--- src/osmm_pkg.sv ---
// shared types and constants of the owned segment memory manager
package osmm_pkg;

  localparam int unsigned MEM_WORDS_DEF = 1024;
  localparam int unsigned PID_BITS_DEF  = 8;
  localparam int unsigned PID_MAX_BITS  = 16;

  localparam int unsigned OP_W   = 3;
  localparam int unsigned SIZE_W = 11;
  localparam int unsigned ADDR_W = 10;
  localparam int unsigned DATA_W = 8;
  localparam int unsigned PIDI_W = 8;

  localparam int unsigned IN_W   = OP_W + SIZE_W + ADDR_W + DATA_W + PIDI_W;
  localparam int unsigned IN_TW  = ((IN_W + 7) / 8) * 8;
  localparam int unsigned OUT_W  = 1 + ADDR_W + DATA_W;
  localparam int unsigned OUT_TW = ((OUT_W + 7) / 8) * 8;

  typedef enum logic [OP_W-1:0] {
    OP_MALLOC = 3'd0,
    OP_FREE   = 3'd1,
    OP_PUSH   = 3'd2,
    OP_POP    = 3'd3,
    OP_LOAD   = 3'd4,
    OP_STORE  = 3'd5,
    OP_CTX    = 3'd6
  } op_e;

  typedef enum logic [7:0] {
    S_INIT  = 8'b0000_0001,
    S_IDLE  = 8'b0000_0010,
    S_EXEC  = 8'b0000_0100,
    S_FILL  = 8'b0000_1000,
    S_SWEEP = 8'b0001_0000,
    S_SCAN  = 8'b0010_0000,
    S_POP   = 8'b0100_0000,
    S_DONE  = 8'b1000_0000
  } state_e;

  typedef struct packed {
    logic init;
    logic latch;
    logic exec;
    logic fill;
    logic sweep;
    logic scan;
    logic pop;
    logic done;
  } cmd_t;

  typedef struct packed {
    logic init_last;
    logic go_fill;
    logic go_sweep;
    logic go_scan;
    logic fill_last;
    logic sweep_last;
    logic scan_hit;
    logic scan_end;
    logic out_free;
  } sts_t;

endpackage

--- src/osmm_ctrl.sv ---
// sequencing state machine of the owned segment memory manager
module osmm_ctrl import osmm_pkg::*; (
  input  logic clk_i,
  input  logic rst_ni,
  input  logic in_valid_i,
  output logic in_ready_o,
  input  sts_t sts_i,
  output cmd_t cmd_o
);

  state_e state_q, state_d;

  always_ff @(posedge clk_i or negedge rst_ni) begin
    if (!rst_ni) begin
      state_q <= S_INIT;
    end else begin
      state_q <= state_d;
    end
  end

  always_comb begin
    state_d    = state_q;
    cmd_o      = '0;
    in_ready_o = 1'b0;
    case (state_q)
      S_INIT: begin
        cmd_o.init = 1'b1;
        if (sts_i.init_last) begin
          state_d = S_IDLE;
        end
      end
      S_IDLE: begin
        in_ready_o = 1'b1;
        if (in_valid_i) begin
          cmd_o.latch = 1'b1;
          state_d     = S_EXEC;
        end
      end
      S_EXEC: begin
        cmd_o.exec = 1'b1;
        if (sts_i.go_fill) begin
          state_d = S_FILL;
        end else if (sts_i.go_sweep) begin
          state_d = S_SWEEP;
        end else if (sts_i.go_scan) begin
          state_d = S_SCAN;
        end else begin
          state_d = S_DONE;
        end
      end
      S_FILL: begin
        cmd_o.fill = 1'b1;
        if (sts_i.fill_last) begin
          state_d = S_DONE;
        end
      end
      S_SWEEP: begin
        cmd_o.sweep = 1'b1;
        if (sts_i.sweep_last) begin
          state_d = S_DONE;
        end
      end
      S_SCAN: begin
        cmd_o.scan = 1'b1;
        if (sts_i.scan_hit) begin
          state_d = S_POP;
        end else if (sts_i.scan_end) begin
          state_d = S_DONE;
        end
      end
      S_POP: begin
        cmd_o.pop = 1'b1;
        state_d   = S_DONE;
      end
      S_DONE: begin
        cmd_o.done = 1'b1;
        if (sts_i.out_free) begin
          state_d = S_IDLE;
        end
      end
      default: begin
        state_d = S_INIT;
      end
    endcase
  end

endmodule

--- config.mk ---
export PLATFORM = sky130hd
export DESIGN_NAME = osmm_ctrl
export DESIGN_NICKNAME = d
export VERILOG_FILES = /design/src/osmm_pkg.sv /design/src/osmm_ctrl.sv
export SDC_FILE = /design/constraint.sdc
export NUM_CORES = 1
export LEC_CHECK = 0
export ABC_AREA = 1
export BUFFER_PORTS_ARGS = -buffer_cell sky130_fd_sc_hd__buf_2
export CAP_MARGIN = 25
export CORE_MARGIN = 2
export CORE_UTILIZATION = 43
export CTS_BUF_LIST = sky130_fd_sc_hd__clkbuf_16
export DETAILED_ROUTE_END_ITERATION = 8
export PLACE_DENSITY = 0.72
export SYNTH_ARGS = -nofsm -noshare
export SYNTH_HDL_FRONTEND = slang
export SYNTH_SLANG_ARGS = --single-unit
--- constraint.sdc ---
create_clock -name clk_i -period 1.2 [get_ports clk_i]
set_input_delay 0.06 -clock clk_i [delete_from_list [all_inputs] [get_ports clk_i]]
set_output_delay 0.06 -clock clk_i [all_outputs]
set_load 0.05 [all_outputs]
==> results of run 1 <==
[power by group]
part           internal [W]  leakage, nW  switching, W
Clock              0.000434       0.0423      0.000131
Combinational      0.000413        0.479      0.000631
Sequential         0.000328        0.107     0.0000384
Total               0.00117        0.628      0.000800
[repair_timing]
action,4_1_cts,5_1_grt
pin swaps,8,6
setup buffers,3,1
hold buffers,1,0
endpoints found under the setup margin,13,16
hold endpoints to repair,8,0
resized for setup,44,13
[cell families after synthesis]
family / count (synthesis) / share of synthesized area
buffers and inverters: 23 / 0.136
DFF: 8 / 0.308
AOI/OAI and AO/OA: 3 / 0.0402
and+or+nand+nor: 64 / 0.515
[metal layers]
metal | global-route usage | vias up | part of all wire
met4 | 0.164 | 0 | 0.033
li1 | - | 362 | -
met3 | 0.0255 | 8 | 0.062
met2 | 0.339 | 37 | 0.54
met5 | 0 | - | 0
met1 | 0.248 | 348 | 0.36
[placed cells by master, fill, tap and decap left out, types with 2 or more instances in the layout]
cell	instances
nand2_1	20
inv_2	12
buf_2	11
nor2_2	9
inv_1	9
buf_4	8
nand2_4	7
nor2_1	7
dfrtp_1	7
nand3_1	6
buf_8	6
nor2_4	5
buf_6	5
nand2_2	3
clkbuf_16	3
inv_4	2
nand3_2	2
[stage by stage]
stage | TNS (ns) | setup slack [ns] | cell area (sq um) | power, W
after floorplan | -0.00106 | -0.00106 | 676 | 0.000933
after global placement | -0.216 | -0.0586 | 841 | 0.00106
after detailed placement | -0.280 | -0.0638 | 841 | 0.00107
after CTS | -1.46 | -0.161 | 1080 | 0.00186
after global routing | -2.51 | -0.222 | 1130 | 0.00205
final | -1.74 | -0.169 | 1130 | 0.00197
[final cells by class]
class,instances,area share
Sequential cell,8,0.179
Multi-Input combinational cell,67,0.405
Inverter,23,0.0877
Clock buffer,3,0.0666
Timing Repair Buffer,31,0.241
Clock inverter,1,0.00333
Tap cell,16,0.0178
[final timing paths]
kind | startpoint | end | slack (ns)
setup / recovery | state_q[5]$_DFFE_PN0P_ | cmd_o[6] | -0.17
min in group asynchronous | rst_ni | state_q[4]$_DFFE_PN0P_ | 0.20
hold reg to reg | state_q[0]$_DFFE_PN1P_ | state_q[0]$_DFFE_PN1P_ | 0.68
hold / removal | sts_i[7] | state_q[4]$_DFFE_PN0P_ | 0.03
setup reg to reg | state_q[0]$_DFFE_PN1P_ | state_q[1]$_DFFE_PN0P_ | -0.15
max in group asynchronous | rst_ni | state_q[0]$_DFFE_PN1P_ | 0.76
==> impl_results.md, run 1 <==
* TritonRoute pass-1 iters at 6
* GP Congestion at 0.814
* Synth warn at 0
* # setup viols final at 14
* Fin. Hold Viols at 0
* Outcome: finished, violations left
* Via density per instance at 5.07
* Max reg flops at 8
* Skew final at 0.00260 ns
* Biggest regs: state_q (8)
* Via Count at between 700 and 800
* Crit path buffers/inverters at 2
* Power per cell area at between 1500 and 2000 mW/mm^2
* Syn Std Cell Area at 653 sq um
* PortBufs at 20
* Post-synth top area cell: dfrtp_1
* Flops & latches, synth at 8
* HP Class: in2reg
* WHS at between 0.02 and 0.03 ns
* Gr ovfl total at 0
* CORE AREA at roughly 0.0015 sq mm
* Crit Path Max Fanout at 6
* Worst EP required at 1.14 ns
* Worst-Margin Slew at 0.300 ns
* Largest net degree at the start of global routing at 9
* Crit path kind: reg2out
* H-tree depth at 1
* Diodes inserted at 0
* Max Cap Viol at 0
* CP startpoint kind: register
* Synth unique cells at 18
* Arrival @ worst endpoint at ~1.3 ns
* Clk sink count at 8
* Reg area at 201 sq um
* Fin cells at 149
* Initial antenna violation count at 0
* Post-Syn Area per Cell at 6.66 sq um
* Die width at between 40 and 50 um
* Final HPWL DP at ~1200 um
* Initial Utilization at 0.444
* Max VDD drop at 0.00168 V
* CTS tree: built
* Final WS setup at -0.169 ns
* Worst-Skew Late Latency at between 0.2 and 0.25 ns
* Root buf cell: clkbuf_16
* Detail Route Antenna Nets at 0
* EDFF count, synth at 0
* Cell count along the critical path at 6
* CP max stage cell: dfrtp_1
* Headroom to the max-slew limit at 0.799
* Final worst-path cycle share at 1.14
* Largest Register: state_q
* Share of post-route cells with drive strength above 1 at 0.602
* Async SR Flop Fraction at 1.00
* DIE HEIGHT at 43.0 um
* Slew Viols, Final at 0
* DRT Wirelength at 1820 um
* Vias in the first global route at a little over 700
* Top-area cell type share of the netlist area at 0.268
* Final period demand of the worst path at ~1.4 ns
* Hold depth at 2
* DRC at 0
* CTS buffer count at 3
* Total track usage at 0.210
* Nature of the critical path endpoint: primary output
* Iter 0 DRT Violations at 20
* Synth Flop Type: dfrtp_1
* DIE AREA at between 0.0015 and 0.002 sq mm
* Fill count at 104
* NumNets Final at roughly 150
* Critical path cell sequence: nor2_2 > nand2_4 > inv_8 > nand2_8 > nor2_4 > buf_6
* WL/cell at between 10 and 15 um
* Sequential share of the synthesized area at 0.308
* Failing checks: negative setup slack
* RSZ-0062 raised after global routing: yes
* Max Fclk at 730 MHz
* Longest Clk Path Bufs at 2
* Clk slew on worst S/H paths at around 0.04 ns
* Layout area overhead at 72.6%
* First-pass GRT wire length at approximately 2800 um
* CP max stage delay at about 0.40 ns
* Syn_nets at 110
* Row count at 14
* # IOs at 21
* Top-count cell post-synth: nand2_1
* Syn Inst Count at 98
* Leading post-synthesis cells by cell area: dfrtp_1 (27%), nand2_1 (13%), inv_1 (9.8%), nor2_1 (9.2%), nand2_4 (6.9%)
* LEAKAGE at 0.628 nW
* Critical path's top delay family: simple AND/OR/NAND/NOR gates
* List of most frequent post-synthesis cells: nand2_1 (23), inv_1 (17), nor2_1 (16)
* Finished Core Util at 0.766
* R2R cell count at 8
* Area of the multi-input gates at roughly 460 sq um
* Post-placement cell count at 140
(Power assumes the default switching activity.)
==> run 2: changes to the inputs <==
--- a/config.mk
+++ b/config.mk
@@ -12,6 +12,7 @@
 export CORE_UTILIZATION = 43
 export CTS_BUF_LIST = sky130_fd_sc_hd__clkbuf_16
 export DETAILED_ROUTE_END_ITERATION = 8
+export MAX_ROUTING_LAYER = met4
 export PLACE_DENSITY = 0.72
 export SYNTH_ARGS = -nofsm -noshare
 export SYNTH_HDL_FRONTEND = slang
==> run 2 against run 1 <==
Net effect: the flow still finishes with violations (negative setup slack); cell count stayed put; die area unchanged; first-iteration DRC count up 20%; clock-buffer cell count did not move; sequential cell count did not move; critical path type unchanged; largest power group unchanged; highest routed layer unchanged.
==> impl_results.md, run 2 (same netlist as run 1, synthesis figures left out) <==
* Outcome: finished, violations left
* Failing checks: negative setup slack
* Max Fclk at 728 MHz (-0.37%)
* Gr ovfl total at 0 (unchanged)
* Row count at 14 (unchanged)
* CTS buffer count at 3 (unchanged)
* CP max stage delay at 0.40 ns (about the same)
* Crit Path Max Fanout at 6 (unchanged)
* Fin. Hold Viols at 0 (unchanged)
* GP Congestion at 0.826 (+1.5%)
* Slew Viols, Final at 0 (unchanged)
* WHS at 0.0255 ns (-0.00241 ns)
* Longest Clk Path Bufs at 2 (unchanged)
* # IOs at 21 (unchanged)
* Layout area overhead at 72.6% (unchanged)
* WL/cell at 12.4 um (+1.5%)
* Switching Share at 0.406 (+0.000934)
* CP max stage cell: dfrtp_1
* Combinational Power Share at 0.527 (about the same)
* DRC at 0 (unchanged)
* Worst R2R End: state_q[1]$_DFFE_PN0P_
* Max VDD drop at 0.00168 V (+0.15%)
* # setup viols final at 14 (unchanged)
* Reg area at 201 sq um (unchanged)
* Total Power at 0.00198 W (+0.20%)
* NumNets Final at 146 (unchanged)
* Area of the multi-input gates at 457 sq um (unchanged)
* HP Class: in2reg
* RSZ-0062 raised after global routing: yes
* Final WS setup at -0.174 ns (-0.00504 ns)
* Reg2Reg Launch Point: state_q[0]$_DFFE_PN1P_
* DIE HEIGHT at 43.0 um (unchanged)
* Detail Route Antenna Nets at 0 (unchanged)
* Largest Register: state_q
* Root buf cell: clkbuf_16
* TritonRoute pass-1 iters at 4 (-2)
* Clk sink count at 8 (unchanged)
* Fill count at 104 (unchanged)
* Max reg flops at 8 (unchanged)
* Crit path kind: reg2out
* CORE AREA at 0.00147 sq mm (unchanged)
* First-pass GRT wire length at 2800 um (-0.25%)
* Final worst-path cycle share at 1.15 (+0.00420)
* Post-route cell area at 0.00113 sq mm (unchanged)
* Pint at 0.00117 W (about the same)
* Vias in the first global route at 707 (-0.28%)
* LEAKAGE at 0.628 nW (unchanged)
* Hold Crit Start: sts_i[7]
* Sw Pwr at 0.000804 W (+0.43%)
* Placed Area at 841 sq um (unchanged)
* Via Count at 751 (-0.53%)
* Initial antenna violation count at 0 (unchanged)
* Nature of the critical path endpoint: primary output
* Via density per instance at 5.04 (-0.53%)
* Final period demand of the worst path at 1.37 ns (+0.00504 ns)
* Flop pwr share at 0.185 (about the same)
* CP startpoint kind: register
* Clk pwr share at 0.288 (+0.002)
* Hold endpoint: state_q[4]$_DFFE_PN0P_
* R2R setup slack at -0.15 ns (about the same)
* Worst EP required at 1.14 ns (about the same)
* Commonest non-fill, non-tap cell in the layout: nand2_1
* Setup WS pre-CTS at -0.0638 ns (unchanged)
* Die width at 43.0 um (unchanged)
* Arrival @ worst endpoint at 1.31 ns (about the same)
* Power per cell area at 1760 mW/mm^2 (+0.20%)
* H-tree depth at 1 (unchanged)
* Worst-Skew Late Latency at 0.24 ns (about the same)
* Worst-Margin Slew at 0.307 ns (+0.00761 ns)
* Iter 0 DRT Violations at 24 (+20%)
* DRT Wirelength at 1850 um (+1.5%)
* Most frequent cells in the layout: nand2_1 (20), inv_2 (12), buf_2 (11)
* Hold depth at 2 (unchanged)
* Skew final at 0.00240 ns (-0.000196 ns)
* Critical path cell sequence: nor2_2 > nand2_4 > inv_8 > nand2_8 > nor2_4 > buf_6
* Biggest regs: state_q (8)
* Clk slew on worst S/H paths at 0.04 ns (about the same)
* CTS tree: built
* Total track usage at 0.215 (+0.00569)
* Headroom to the max-slew limit at 0.794 (-0.00510)
* Final HPWL DP at 1210 um (unchanged)
* R2R cell count at 8 (unchanged)
* DIE AREA at 0.00185 sq mm (unchanged)
* Largest net degree at the start of global routing at 9 (unchanged)
* Diodes inserted at 0 (unchanged)
* PortBufs at 20 (unchanged)
* Share of post-route cells with drive strength above 1 at 0.602 (unchanged)
* Max Cap Viol at 0 (unchanged)
* Initial Utilization at 0.444 (unchanged)
-- run 2: cell counts in the layout (fill, tap and decap cells not counted) --
No cell type changed its count.
-- run 2: routing by layer --
layer	track usage	vias up	share of wire
met5	-	-	0
met3	0.0255	6	0.054
met4	0.164	0	0.031
li1	-	363	-
met1	0.248	348	0.38
met2	0.339	34	0.54
-- run 2: what timing repair did --
item | in CTS | in global routing
resized for setup | 44 | 13
endpoints found under the hold margin | 8 | 0
buffers inserted | 3 | 1
pin swaps | 8 | 6
hold buffers | 1 | 0
endpoints found under the setup margin | 13 | 16
-- run 2: area by class of cell --
class,count,share of cell area
clock buffer,3,0.0666
clock inverter,1,0.00333
inverter,23,0.0877
multi-input combinational,67,0.405
sequential,8,0.179
tap,16,0.0178
timing repair buffer,31,0.241
-- run 2: how the worst max path moves through the flow --
stage,startpoint,endpoint,slack (ns),cells after the start
final,state_q[5]$_DFFE_PN0P_,cmd_o[6],-0.17,6
after global routing,state_q[0]$_DFFE_PN1P_,state_q[1]$_DFFE_PN0P_,-0.22,8
after CTS,state_q[0]$_DFFE_PN1P_,cmd_o[3],-0.16,7
after detailed placement,state_q[4]$_DFFE_PN0P_,cmd_o[6],-0.06,6
after global placement,state_q[4]$_DFFE_PN0P_,cmd_o[6],-0.06,6
after floorplan,state_q[1]$_DFFE_PN0P_,state_q[7]$_DFFE_PN0P_,-0.001,7
-- run 2: worst max-delay path: cells and delay by family, from the launching register on --
| family | cells | cell delay, ns |
|---|---|---|
| buffers and inverters | 2 | 0.26 |
| and+or+nand+nor | 4 | 0.42 |
| DFF | 1 | 0.40 |
-- run 2: stage by stage --
step | util | cells | TNS [ns]
after floorplan | - | 98 | -0.00106
after global placement | 0.571 | 140 | -0.216
after detailed placement | 0.571 | 140 | -0.280
after CTS | 0.731 | 148 | -1.46
after global routing | 0.766 | 149 | -2.51
final | 0.766 | 149 | -1.78
-- run 2: power groups by stage --
stage	logic, W	clock network (W)	registers (W)
6_report	0.00104	0.000570	0.000366
2_1_floorplan	0.000572	0	0.000361
4_1_cts	0.000921	0.000578	0.000365
3_5_place_dp	0.000707	0	0.000368
5_1_grt	0.00109	0.000592	0.000370
3_3_place_gp	0.000698	0	0.000365
==> run 3: changes to the inputs <==
--- a/config.mk
+++ b/config.mk
@@ -8,12 +8,12 @@
 export ABC_AREA = 1
 export BUFFER_PORTS_ARGS = -buffer_cell sky130_fd_sc_hd__buf_2
 export CAP_MARGIN = 25
-export CORE_MARGIN = 2
-export CORE_UTILIZATION = 43
+export CORE_AREA = 2 2 39 41
 export CTS_BUF_LIST = sky130_fd_sc_hd__clkbuf_16
 export DETAILED_ROUTE_END_ITERATION = 8
+export DIE_AREA = 0 0 41 43
 export MAX_ROUTING_LAYER = met4
-export PLACE_DENSITY = 0.72
+export PLACE_DENSITY = 0.77
 export SYNTH_ARGS = -nofsm -noshare
 export SYNTH_HDL_FRONTEND = slang
 export SYNTH_SLANG_ARGS = --single-unit
==> constraint.sdc (replaced) <==
create_clock -name clk_i -period 1.7 [get_ports clk_i]
set_input_delay 0.085 -clock clk_i [delete_from_list [all_inputs] [get_ports clk_i]]
set_output_delay 0.085 -clock clk_i [all_outputs]
set_load 0.05 [all_outputs]
==> run 3 against run 2 <==
Net effect: sequential cell count unchanged; hold slack better by 0.030 ns; critical endpoint is now cmd_o[5]; sequential power down 30%; the run now ends clean; global-route usage down 1.1 points; combinational power down 54%; cell area down 24%; sequential share of layout area up 5.5 points; clock power down 30%; largest cell class unchanged; non-clock buffer count down 10; first-iteration DRC count down 21%.
==> impl_results.md, run 3 (same netlist as run 1, synthesis figures left out) <==
* LEAKAGE at 0.560 nW (-11%)
* CORE AREA at 0.00138 sq mm (-6.0%)
* DRC at 0 (unchanged)
* Outcome: complete, no violations
* Max Fclk at ~660 MHz
* Setup TNS at 0 ns (+1.78 ns)
* Nature of the critical path endpoint: primary output
* Headroom to the max-slew limit at 0.836 (+0.0425)
* HP Class: in2reg
* Via density per instance at 4.76 (-5.7%)
* Crit Path Max Fanout at 4 (-2)
* Power per cell area at 1310 mW/mm^2 (-25%)
* # setup viols final at 0 (-14)
* Commonest non-fill, non-tap cell in the layout: nand2_1
* Final WS setup at 0.189 ns (+0.363 ns)
* WL/cell at 10.3 um (-17%)
* Longest Clk Path Bufs at 2 (unchanged)
* Vias in the first global route at 582 (-18%)
* Diodes inserted at 0 (unchanged)
* Worst-Margin Slew at 0.244 ns (-0.0630 ns)
* Largest net degree at the start of global routing at 9 (unchanged)
* R2R setup slack at 0.37 ns (+0.52 ns)
* Crit path kind: reg2out
* PortBufs at 20 (unchanged)
* Final worst-path cycle share at 0.889
* Clk sink count at 8 (unchanged)
* CTS Hold Bufs at 1 (unchanged)
* Largest Register: state_q
* Via Count at 661 (-12%)
* Clk slew on worst S/H paths at 0.04 ns (about the same)
* Biggest regs: state_q (8)
* Gr ovfl total at 0 (unchanged)
* DIE HEIGHT at 43 um (about the same)
* Post-CTS Setup Bufs at 0 (-3)
* Die width at 41 um (-4.6%)
* NumNets Final at 136 (-6.8%)
* Most frequent cells in the layout: nand2_1 (23), buf_2 (20), inv_1 (18)
* Row count at 14 (unchanged)
* RSZ-0062 raised after global routing: no
* Worst-Skew Late Latency at 0.23 ns (about the same)
* First-pass GRT wire length at 2340 um (-16%)
* H-tree depth at 1 (unchanged)
* # IOs at 21 (unchanged)
* Total track usage at 0.204 (-0.0110)
* Max reg flops at 8 (unchanged)
* Resized cells post-CTS at 0 (-100%)
* Share of post-route cells with drive strength above 1 at 0.382 (-0.219)
* Iter 0 DRT Violations at 19 (-21%)
* Skew final at 0.00397 ns (+0.00156 ns)
* Initial antenna violation count at 0 (unchanged)
* Final HPWL DP at 1110 um (-8.0%)
* Max Cap Viol at 0 (unchanged)
* Slew Viols, Final at 0 (unchanged)
* Detail Route Antenna Nets at 0 (unchanged)
* Fill count at 122 (+17%)
* CTS buffer count at 3 (unchanged)
* TritonRoute pass-1 iters at 4 (unchanged)
* DIE AREA at 0.00176 sq mm (-4.5%)
* Worst EP required at 1.62 ns (+0.48 ns)
* Root buf cell: clkbuf_16
* Arrival @ worst endpoint at 1.43 ns (+0.12 ns)
* Fin. Hold Viols at 0 (unchanged)
* Final period demand of the worst path at around 1.5 ns
* CP startpoint kind: register
* DRT Wirelength at 1440 um (-22%)
* Layout area overhead at 32.0%
* Setup WS pre-CTS at 0.417 ns (+0.481 ns)
* GP Congestion at 0.860 (+4.1%)
* CTS tree: built
* Initial Utilization at 0.472 (+0.0281)
* Max VDD drop at 0.000598 V (-64%)
run 3: final timing paths:
path	from	endpoint	cells past startpoint
hold / removal	sts_i[7]	state_q[4]$_DFFE_PN0P_	2
setup reg to reg	state_q[0]$_DFFE_PN1P_	state_q[7]$_DFFE_PN0P_	9
hold reg to reg	state_q[0]$_DFFE_PN1P_	state_q[0]$_DFFE_PN1P_	4
setup / recovery	state_q[1]$_DFFE_PN0P_	cmd_o[5]	6
max in group asynchronous	rst_ni	state_q[0]$_DFFE_PN1P_	2
min in group asynchronous	rst_ni	state_q[5]$_DFFE_PN0P_	2
run 3: layer usage:
metal	vias up	track usage	wire length, um
li1	338	-	-
met1	285	0.262	612
met2	32	0.284	679
met3	6	0.0209	95
met4	0	0.153	48
met5	-	-	0
run 3: area by class of cell:
type                       instances  area [sq um]  share of cell area
clock buffer                       3          75.1              0.0871
timing repair buffer              21           110               0.128
multi-input combinational         67           363               0.421
tap                               16          20.0              0.0232
clock inverter                     1          3.75             0.00435
sequential                         8           201               0.234
inverter                          23          88.8               0.103
run 3: worst max-delay path: stages (launching register included):
cell and delay, ns:
dfrtp_1 0.39, inv_2 0.08, nand2_4 0.06, nor2_1 0.21, nand2_2 0.13, inv_2 0.07, buf_2 0.25
run 3: metrics by stage:
| stage | utilization | total power, W | cells | hold WS, ns | instance area [sq um] |
|---|---|---|---|---|---|
| after CTS | 0.623 | 0.00113 | 139 | 0.0581 | 862 |
| after global routing | 0.623 | 0.00120 | 139 | 0.0719 | 862 |
| after floorplan | - | 0.000646 | 98 | -0.211 | 653 |
| after global placement | 0.559 | 0.000726 | 134 | -0.0730 | 773 |
| final | 0.623 | 0.00113 | 139 | 0.0555 | 862 |
| after detailed placement | 0.559 | 0.000730 | 134 | -0.0696 | 773 |
run 3: report_power, final:
group          switching (W)  internal, W  leakage (nW)
combinational       0.000338     0.000139         0.411
sequential         0.0000266     0.000232         0.107
clock              0.0000914     0.000306        0.0423
total               0.000456     0.000677         0.560
